File: config.mk
export PLATFORM = sky130hd
export DESIGN_NAME = binary_to_ascii_radix_flat
export DESIGN_NICKNAME = d
export VERILOG_FILES = /design/src/rtl/bta_pkg.sv /design/src/rtl/bta_if.sv /design/src/rtl/bta_cell.sv /design/src/rtl/bta_ctrl.sv /design/src/rtl/binary_to_ascii_radix.sv /design/src/flat_wrapper.sv
export SDC_FILE = /design/constraint.sdc
export NUM_CORES = 1
export LEC_CHECK = 0
export ABC_AREA = 0
export ABC_CLOCK_PERIOD_IN_PS = 3750
export BUFFER_PORTS_ARGS = -buffer_cell sky130_fd_sc_hd__buf_2
export CORE_ASPECT_RATIO = 0.7
export CORE_MARGIN = 2
export CORE_UTILIZATION = 50
export CTS_BUF_LIST = sky130_fd_sc_hd__clkbuf_8
export DETAILED_ROUTE_END_ITERATION = 16
export PLACE_DENSITY = 0.75
export RECOVER_POWER = 25
export SKIP_CTS_REPAIR_TIMING = 1
export SLEW_MARGIN = 20
export SYNTH_ARGS = -nofsm -noshare
export SYNTH_HDL_FRONTEND = slang
export SYNTH_SLANG_ARGS = --single-unit
File: constraint.sdc
create_clock -name clk_i -period 3.75 [get_ports clk_i]
set_clock_uncertainty 0.15 [all_clocks]
set_input_delay 0.75 -clock clk_i [delete_from_list [all_inputs] [get_ports clk_i]]
set_output_delay 0.75 -clock clk_i [all_outputs]
set_load 0.005 [all_outputs]
File: src/rtl/bta_pkg.sv
package bta_pkg;

  localparam int unsigned VALUE_W    = 64;
  localparam int unsigned NUM_DIGITS = 22;
  localparam int unsigned DIGIT_W    = 4;
  localparam int unsigned POS_W      = 5;
  localparam int unsigned CHAR_W     = 8;

  localparam logic [1:0] SEL_DEC = 2'd1;

  localparam logic [CHAR_W-1:0] CHAR_ZERO = 8'h30;
  localparam logic [CHAR_W-1:0] CHAR_UA   = 8'h41;
  localparam logic [CHAR_W-1:0] CHAR_X    = 8'h78;

  typedef enum logic [1:0] {
    RADIX_OCT,
    RADIX_DEC,
    RADIX_HEX
  } radix_e;

  typedef enum logic [2:0] {
    ST_IDLE,
    ST_CONVERT,
    ST_PREFIX_ZERO,
    ST_PREFIX_X,
    ST_EMIT
  } state_e;

  typedef struct packed {
    logic   clear;
    logic   conv;
    logic   move;
    logic   ser_bit;
    radix_e radix;
  } cell_ctrl_t;

  function automatic logic [CHAR_W-1:0] glyph(input logic [DIGIT_W-1:0] d);
    logic [CHAR_W-1:0] c;
    if (d < 4'd10) begin
      c = CHAR_ZERO + {4'd0, d};
    end else begin
      c = CHAR_UA + {4'd0, d} - 8'd10;
    end
    return c;
  endfunction

endpackage

File: src/rtl/bta_if.sv
interface bta_in_if;
  logic                             valid;
  logic                             ready;
  logic [bta_pkg::VALUE_W-1:0]      value;
  logic [1:0]                       radix_select;
  logic                             hex_prefix;

  modport source (output valid, value, radix_select, hex_prefix, input ready);
  modport sink   (input valid, value, radix_select, hex_prefix, output ready);
endinterface

interface bta_out_if;
  logic                             valid;
  logic                             ready;
  logic [bta_pkg::CHAR_W-1:0]       text_char;
  logic [bta_pkg::POS_W-1:0]        char_position;
  logic                             is_last;

  modport source (output valid, text_char, char_position, is_last, input ready);
  modport sink   (input valid, text_char, char_position, is_last, output ready);
endinterface

File: src/rtl/bta_cell.sv
module bta_cell (
  input  logic                            clk_i,
  input  bta_pkg::cell_ctrl_t             ctrl_i,
  input  logic                            bit_i,
  input  logic [bta_pkg::DIGIT_W-1:0]     lower_i,
  output logic                            carry_o,
  output logic [bta_pkg::DIGIT_W-1:0]     digit_o
);

  logic [bta_pkg::DIGIT_W-1:0] digit_q, digit_d;
  logic [bta_pkg::DIGIT_W-1:0] adj;

  // decimal cells correct by three before doubling
  assign adj = (digit_q >= 4'd5) ? digit_q + 4'd3 : digit_q;

  always_comb begin
    digit_d = digit_q;
    carry_o = 1'b0;
    unique case (ctrl_i.radix)
      bta_pkg::RADIX_OCT: carry_o = digit_q[2];
      bta_pkg::RADIX_DEC: carry_o = adj[3];
      default:            carry_o = digit_q[3];
    endcase
    if (ctrl_i.clear) begin
      digit_d = '0;
    end else if (ctrl_i.conv) begin
      unique case (ctrl_i.radix)
        bta_pkg::RADIX_OCT: digit_d = {1'b0, digit_q[1:0], bit_i};
        bta_pkg::RADIX_DEC: digit_d = {adj[2:0], bit_i};
        default:            digit_d = {digit_q[2:0], bit_i};
      endcase
    end else if (ctrl_i.move) begin
      digit_d = lower_i;
    end
  end

  always_ff @(posedge clk_i) begin
    digit_q <= digit_d;
  end

  assign digit_o = digit_q;

endmodule

File: src/rtl/bta_ctrl.sv
module bta_ctrl #(
  parameter int unsigned VALUE_BITS = 64
) (
  input  logic                            clk_i,
  input  logic                            rst_ni,
  bta_in_if.sink                          in_i,
  bta_out_if.source                       out_o,
  input  logic [bta_pkg::DIGIT_W-1:0]     top_digit_i,
  output bta_pkg::cell_ctrl_t             cell_ctrl_o
);

  localparam int unsigned CntW = (VALUE_BITS > 1) ? $clog2(VALUE_BITS) : 1;
  localparam logic [bta_pkg::POS_W-1:0] LastIdx = bta_pkg::POS_W'(bta_pkg::NUM_DIGITS - 1);

  bta_pkg::state_e state_q, state_d;

  logic [VALUE_BITS-1:0]           shift_q, shift_d;
  logic [CntW-1:0]                 cnt_q, cnt_d;
  bta_pkg::radix_e                 radix_q, radix_d;
  logic                            prefix_q, prefix_d;
  logic [bta_pkg::POS_W-1:0]       idx_q, idx_d;
  logic [bta_pkg::POS_W-1:0]       pos_q, pos_d;
  logic                            started_q, started_d;

  logic                            out_valid_q, out_valid_d;
  logic [bta_pkg::CHAR_W-1:0]      char_q, char_d;
  logic [bta_pkg::POS_W-1:0]       opos_q, opos_d;
  logic                            last_q, last_d;

  logic can_emit;
  logic accept;
  logic skip;
  logic load;

  assign can_emit = !out_valid_q || out_o.ready;
  assign accept   = in_i.valid && in_i.ready;
  // leading zeros are dropped, but the lowest digit always goes out
  assign skip     = !started_q && (top_digit_i == '0) && (idx_q != '0);

  // next state
  always_comb begin
    state_d = state_q;
    unique case (state_q)
      bta_pkg::ST_IDLE: begin
        if (in_i.valid) state_d = bta_pkg::ST_CONVERT;
      end
      bta_pkg::ST_CONVERT: begin
        if (cnt_q == '0) state_d = prefix_q ? bta_pkg::ST_PREFIX_ZERO : bta_pkg::ST_EMIT;
      end
      bta_pkg::ST_PREFIX_ZERO: begin
        if (can_emit) state_d = bta_pkg::ST_PREFIX_X;
      end
      bta_pkg::ST_PREFIX_X: begin
        if (can_emit) state_d = bta_pkg::ST_EMIT;
      end
      bta_pkg::ST_EMIT: begin
        if (!skip && can_emit && idx_q == '0) state_d = bta_pkg::ST_IDLE;
      end
      default: state_d = bta_pkg::ST_IDLE;
    endcase
  end

  // outputs
  always_comb begin
    in_i.ready          = 1'b0;
    cell_ctrl_o.clear   = 1'b0;
    cell_ctrl_o.conv    = 1'b0;
    cell_ctrl_o.move    = 1'b0;
    cell_ctrl_o.ser_bit = shift_q[VALUE_BITS-1];
    cell_ctrl_o.radix   = radix_q;
    load                = 1'b0;
    char_d              = char_q;
    opos_d              = opos_q;
    last_d              = last_q;
    unique case (state_q)
      bta_pkg::ST_IDLE: begin
        in_i.ready        = 1'b1;
        cell_ctrl_o.clear = 1'b1;
      end
      bta_pkg::ST_CONVERT: begin
        cell_ctrl_o.conv = 1'b1;
      end
      bta_pkg::ST_PREFIX_ZERO: begin
        load   = can_emit;
        char_d = bta_pkg::CHAR_ZERO;
        opos_d = pos_q;
        last_d = 1'b0;
      end
      bta_pkg::ST_PREFIX_X: begin
        load   = can_emit;
        char_d = bta_pkg::CHAR_X;
        opos_d = pos_q;
        last_d = 1'b0;
      end
      bta_pkg::ST_EMIT: begin
        load             = !skip && can_emit;
        cell_ctrl_o.move = skip || can_emit;
        char_d           = bta_pkg::glyph(top_digit_i);
        opos_d           = pos_q;
        last_d           = (idx_q == '0);
      end
      default: ;
    endcase
    if (!load) begin
      char_d = char_q;
      opos_d = opos_q;
      last_d = last_q;
    end
  end

  // datapath next values
  always_comb begin
    shift_d     = shift_q;
    cnt_d       = cnt_q;
    radix_d     = radix_q;
    prefix_d    = prefix_q;
    idx_d       = idx_q;
    pos_d       = pos_q;
    started_d   = started_q;
    out_valid_d = out_o.ready ? 1'b0 : out_valid_q;
    if (load) begin
      out_valid_d = 1'b1;
      pos_d       = pos_q + 1'b1;
    end
    if (accept) begin
      shift_d = in_i.value[VALUE_BITS-1:0];
      cnt_d   = CntW'(VALUE_BITS - 1);
      if (in_i.radix_select[1]) begin
        radix_d = bta_pkg::RADIX_HEX;
      end else if (in_i.radix_select == bta_pkg::SEL_DEC) begin
        radix_d = bta_pkg::RADIX_DEC;
      end else begin
        radix_d = bta_pkg::RADIX_OCT;
      end
      prefix_d = in_i.hex_prefix && in_i.radix_select[1];
    end
    if (state_q == bta_pkg::ST_CONVERT) begin
      shift_d = shift_q << 1;
      cnt_d   = cnt_q - 1'b1;
      idx_d     = LastIdx;
      pos_d     = '0;
      started_d = 1'b0;
    end
    if (cell_ctrl_o.move) begin
      idx_d = idx_q - 1'b1;
      if (load) started_d = 1'b1;
    end
  end

  always_ff @(posedge clk_i or negedge rst_ni) begin
    if (!rst_ni) begin
      state_q     <= bta_pkg::ST_IDLE;
      out_valid_q <= 1'b0;
    end else begin
      state_q     <= state_d;
      out_valid_q <= out_valid_d;
    end
  end

  always_ff @(posedge clk_i) begin
    shift_q   <= shift_d;
    cnt_q     <= cnt_d;
    radix_q   <= radix_d;
    prefix_q  <= prefix_d;
    idx_q     <= idx_d;
    pos_q     <= pos_d;
    started_q <= started_d;
    char_q    <= char_d;
    opos_q    <= opos_d;
    last_q    <= last_d;
  end

  assign out_o.valid         = out_valid_q;
  assign out_o.text_char     = char_q;
  assign out_o.char_position = opos_q;
  assign out_o.is_last       = last_q;

endmodule

File: src/rtl/binary_to_ascii_radix.sv
// conversion: after accept, the value is shifted bit-serially into the digit cells, then the
// 22 digit positions are emitted from the most significant down, after a 0x prefix if one
// was requested for hex; leading zero digits are skipped, the lowest digit always goes out
// a new number is accepted only in idle, once the last character has been loaded, and an
// output stall holds the prefix and emit steps
// reset: asynchronous, active low; clears the sequencer and the output valid
module binary_to_ascii_radix #(
  parameter int unsigned VALUE_BITS = 64
) (
  input  logic       clk_i,
  input  logic       rst_ni,
  bta_in_if.sink     in_i,
  bta_out_if.source  out_o
);

  localparam int unsigned NumDigits = bta_pkg::NUM_DIGITS;

  bta_pkg::cell_ctrl_t             cell_ctrl;
  logic [bta_pkg::DIGIT_W-1:0]     digits [NumDigits];
  logic                            carries [NumDigits];

  bta_ctrl #(
    .VALUE_BITS (VALUE_BITS)
  ) u_ctrl (
    .clk_i       (clk_i),
    .rst_ni      (rst_ni),
    .in_i        (in_i),
    .out_o       (out_o),
    .top_digit_i (digits[NumDigits-1]),
    .cell_ctrl_o (cell_ctrl)
  );

  // cell 0 holds the least significant digit; bits enter there and carry upward
  for (genvar i = 0; i < NumDigits; i++) begin : g_cell
    if (i == 0) begin : g_first
      bta_cell u_cell (
        .clk_i   (clk_i),
        .ctrl_i  (cell_ctrl),
        .bit_i   (cell_ctrl.ser_bit),
        .lower_i ('0),
        .carry_o (carries[i]),
        .digit_o (digits[i])
      );
    end else begin : g_rest
      bta_cell u_cell (
        .clk_i   (clk_i),
        .ctrl_i  (cell_ctrl),
        .bit_i   (carries[i-1]),
        .lower_i (digits[i-1]),
        .carry_o (carries[i]),
        .digit_o (digits[i])
      );
    end
  end

endmodule
File: src/flat_wrapper.sv
// flat-port wrapper written by rule: the top's interface ports become plain ports
module binary_to_ascii_radix_flat 
#(
  parameter int unsigned VALUE_BITS = 64
)
  (clk_i, rst_ni, in_i_valid, in_i_value, in_i_radix_select, in_i_hex_prefix, in_i_ready, out_o_valid, out_o_text_char, out_o_char_position, out_o_is_last, out_o_ready);
  bta_in_if in_i_i ();
  bta_out_if out_o_i ();
  input  logic clk_i;
  input  logic rst_ni;
  input wire logic [$bits(in_i_i.valid)-1:0] in_i_valid;
  input wire logic [$bits(in_i_i.value)-1:0] in_i_value;
  input wire logic [$bits(in_i_i.radix_select)-1:0] in_i_radix_select;
  input wire logic [$bits(in_i_i.hex_prefix)-1:0] in_i_hex_prefix;
  output wire logic [$bits(in_i_i.ready)-1:0] in_i_ready;
  output wire logic [$bits(out_o_i.valid)-1:0] out_o_valid;
  output wire logic [$bits(out_o_i.text_char)-1:0] out_o_text_char;
  output wire logic [$bits(out_o_i.char_position)-1:0] out_o_char_position;
  output wire logic [$bits(out_o_i.is_last)-1:0] out_o_is_last;
  input wire logic [$bits(out_o_i.ready)-1:0] out_o_ready;
  assign in_i_i.valid = in_i_valid;
  assign in_i_i.value = in_i_value;
  assign in_i_i.radix_select = in_i_radix_select;
  assign in_i_i.hex_prefix = in_i_hex_prefix;
  assign in_i_ready = in_i_i.ready;
  assign out_o_valid = out_o_i.valid;
  assign out_o_text_char = out_o_i.text_char;
  assign out_o_char_position = out_o_i.char_position;
  assign out_o_is_last = out_o_i.is_last;
  assign out_o_i.ready = out_o_ready;
  binary_to_ascii_radix #(.VALUE_BITS(VALUE_BITS)) u_core (.clk_i(clk_i), .rst_ni(rst_ni), .in_i(in_i_i), .out_o(out_o_i));
endmodule
==> flow_summary.json <==
{
  "htreeDepth": 4,
  "period_minus_slack_ns": 3.31,
  "cts_buffers": 17,
  "die-area_mm2": 0.0218,
  "antenna_left": 0,
  "grt_use_total": 0.234,
  "fin_crit_sh": 0.882,
  "rsz0062_at_grt": "no",
  "post-route-util": 0.564,
  "io_pins": 87,
  "drc_errors": 0,
  "die_h_um": 124,
  "synth-edff-count": 90,
  "area_growth_pct": 9.46,
  "routed_wl_um": 25400,
  "finalMaxSlewViolations": 0,
  "hold_viol": 0,
  "die_w_um": 176,
  "worst_pin_slew_ns": 1.09,
  "cap_violations": 0,
  "numClockSinks": 189,
  "cts_tree": "built",
  "gp_congestion": 0.840,
  "initial_core_util": 0.515,
  "grt_pass1_vias": 7808,
  "layout_setup_ws_ns": 0.443,
  "cts_root_buf": "clkbuf_8",
  "endpoint_kind": "primary output",
  "drive_above_1_share": 0.140,
  "grt_max_degree": 73,
  "setup_viol": 0,
  "hpwl_um": 15800,
  "synth_seq_cells": 189,
  "worstPathArrival_ns": 2.41,
  "async_flop_share": 0.0212,
  "viasPerCell": 6.16,
  "fin_area_mm2": 0.0113,
  "p_per_area_mw_per_mm2": 756,
  "syn_area_per_cell_um2": 9.98,
  "clock_power_share": 0.162,
  "ys_seq_area_frac": 0.457,
  "switching_power_uw": 3260,
  "run_status": "completed",
  "path_max_fanout": 14,
  "port_buffers": 85,
  "regArea_mm2": 0.00470,
  "diodes": 0,
  "vias": 8414,
  "synth_area_mm2": 0.0103,
  "hold_class": "reg -> reg",
  "drt_iter0_drc": 1036,
  "relSlewSlack": 0.271,
  "final_cell_mix": "a21oi_1, dfxtp_1, edfxtp_1",
  "yosysUniqueCellTypes": 66,
  "grt_pass1_wl_um": 40600,
  "grt-ovfl-total": 0,
  "first_pass_iters": 5,
  "grt_antenna_before_repair": 0,
  "cp-start-kind": "flip-flop",
  "routedWlPerCell_um": 18.5,
  "multiInputGateArea_mm2": 0.00504,
  "yosys_most_used_dff": "dfxtp_1",
  "max-vdd-ir-drop_mv": 0.391,
  "intPower_uw": 5270,
  "swShare": 0.382,
  "path_class": "reg -> out",
  "placed_cell_area_mm2": 0.0110,
  "fillCellCount": 1760,
  "whs_ns": 0.322,
  "final_nets": 1205,
  "coreArea_mm2": 0.0200,
  "cts_buffer_depth": 2,
  "clkTransAtPathRegs_ns": 0.09,
  "final_common_cell": "a21oi_1",
  "syn_inst": 1033,
  "yosys_warnings": 0,
  "finalSetupTns_ns": 0,
  "p_seq_frac": 0.472,
  "pwr-share-comb": 0.366,
  "rows": 43,
  "p_leak_uw": 0.00445,
  "fmax_mhz": 302,
  "place_ws_ns": 0.950,
  "clk_latency_ns": 0.49,
  "synth_nets": 1154,
  "crit_required_ns": 2.85
}
metrics by stage:
stage / instances / total power, uW
2_1_floorplan: 1033 / 6260
5_1_grt: 1367 / 9150
4_1_cts: 1366 / 8510
3_3_place_gp: 1334 / 6960
3_5_place_dp: 1334 / 7100
6_report: 1367 / 8530
state kept, by name (all words and copies together) (netlist names):
name and count:
u_core.g_cell.g_rest.u_cell.digit_o 84, u_core.u_ctrl.radix_q 2, u_core.u_ctrl.pos_q 5, u_core.u_ctrl.prefix_q 1
u_core.u_ctrl.out_o.is_last 1, u_core.u_ctrl.out_o.char_position 5, u_core.u_ctrl.idx_q 5, u_core.u_ctrl.state_q 3
u_core.u_ctrl.out_o.text_char 7, u_core.g_cell.g_first.u_cell.digit_o 4, u_core.u_ctrl.cnt_q 6, u_core.u_ctrl.started_q 1
u_core.u_ctrl.shift_q 64, u_core.u_ctrl.out_o.valid 1
cell families (layout without fill, tap and decap cells):
family / Yosys count / in the layout / share of synthesized area
buffers and inverters: 128 / 192 / 0.0533
adder cells (fa/ha/maj): 50 / 50 / 0.0607
AND/OR/NAND/NOR: 224 / 224 / 0.110
AO/OA/AOI/OAI: 380 / 380 / 0.261
flip-flops: 189 / 189 / 0.457
XOR/XNOR: 33 / 33 / 0.0280
other: 1 / 1 / 0.000364
multiplexers: 28 / 28 / 0.0297
cell usage after synthesis, drive strengths merged (2+ instances only):
cell | n | area [um2]
nand2 | 61 | 229
nor4b | 8 | 85.1
nor2b | 8 | 50.1
a2111oi | 5 | 52.6
xor2 | 2 | 17.5
a22o | 63 | 552
dfxtp | 95 | 1900
o22ai | 4 | 25.0
ha | 50 | 626
a21oi | 130 | 677
mux2 | 21 | 236
and3 | 2 | 12.5
nor3 | 16 | 80.1
o221ai | 75 | 657
nand4 | 3 | 18.8
a32oi | 10 | 87.6
o31ai | 2 | 15.0
a21o | 20 | 150
edfxtp | 90 | 2700
a221o | 4 | 40.0
o21a | 2 | 15.0
nor2 | 69 | 267
mux2i | 7 | 70.1
a211o | 14 | 124
nand2b | 27 | 176
a2bb2oi | 2 | 17.5
a31oi | 6 | 37.5
xnor2 | 31 | 272
inv | 55 | 206
clkbuf | 47 | 186
nand3b | 3 | 22.5
buf | 25 | 153
or2 | 4 | 25.0
o21ai | 36 | 180
dfrtp | 4 | 100
nor3b | 13 | 97.6
nand3 | 4 | 20.0
routing by layer:
layer	vias up	share of wire	wire length (um)	global-route usage
met1	4101	0.48	12300	0.353
li1	3995	-	-	-
met5	-	0	0	0
met2	297	0.44	11100	0.346
met3	21	0.069	1740	0.0388
met4	0	0.012	292	0.0666
worst max-delay path: stages (launching register included):
cell and delay (ns):
dfrtp_1 0.52, nor2_1 0.78, nand2_2 0.12, clkinv_1 0.32
buf_2 0.19
power by group through the flow:
stage	logic (uW)	clock network, uW	registers [uW]
CTS	3100	1410	3990
global route	3540	1490	4130
finish	3120	1380	4030
floorplan	2540	0	3720
global placement	2950	0	4010
detailed placement	3080	0	4020
final timing paths:
path / slack [ns] / start / depth (start not counted) / endpoint
max: 0.44 / u_core.u_ctrl.state_q[1] / 4 / in_i_ready
min: 0.32 / u_core.u_ctrl.pos_q[4] / 1 / u_core.u_ctrl.pos_q[4]
max reg2reg: 0.52 / u_core.u_ctrl.state_q[1] / 6 / u_core.g_cell[9].g_rest.u_cell.digit_o[0]
min reg2reg: 0.32 / u_core.u_ctrl.pos_q[4] / 1 / u_core.u_ctrl.pos_q[4]
max in group asynchronous: 2.75 / rst_ni / 2 / u_core.u_ctrl.state_q[0]
min in group asynchronous: 0.50 / rst_ni / 2 / u_core.u_ctrl.state_q[2]
cell type report:
type                    count  share of cell area
clock buffers              18              0.0220
clock inverters            14              0.0125
inverters                  56              0.0186
multi-input cells         716               0.447
flip-flops and latches    189               0.417
well taps                 270              0.0299
repair buffers            104              0.0527
Power figures use the tool's default switching activity.
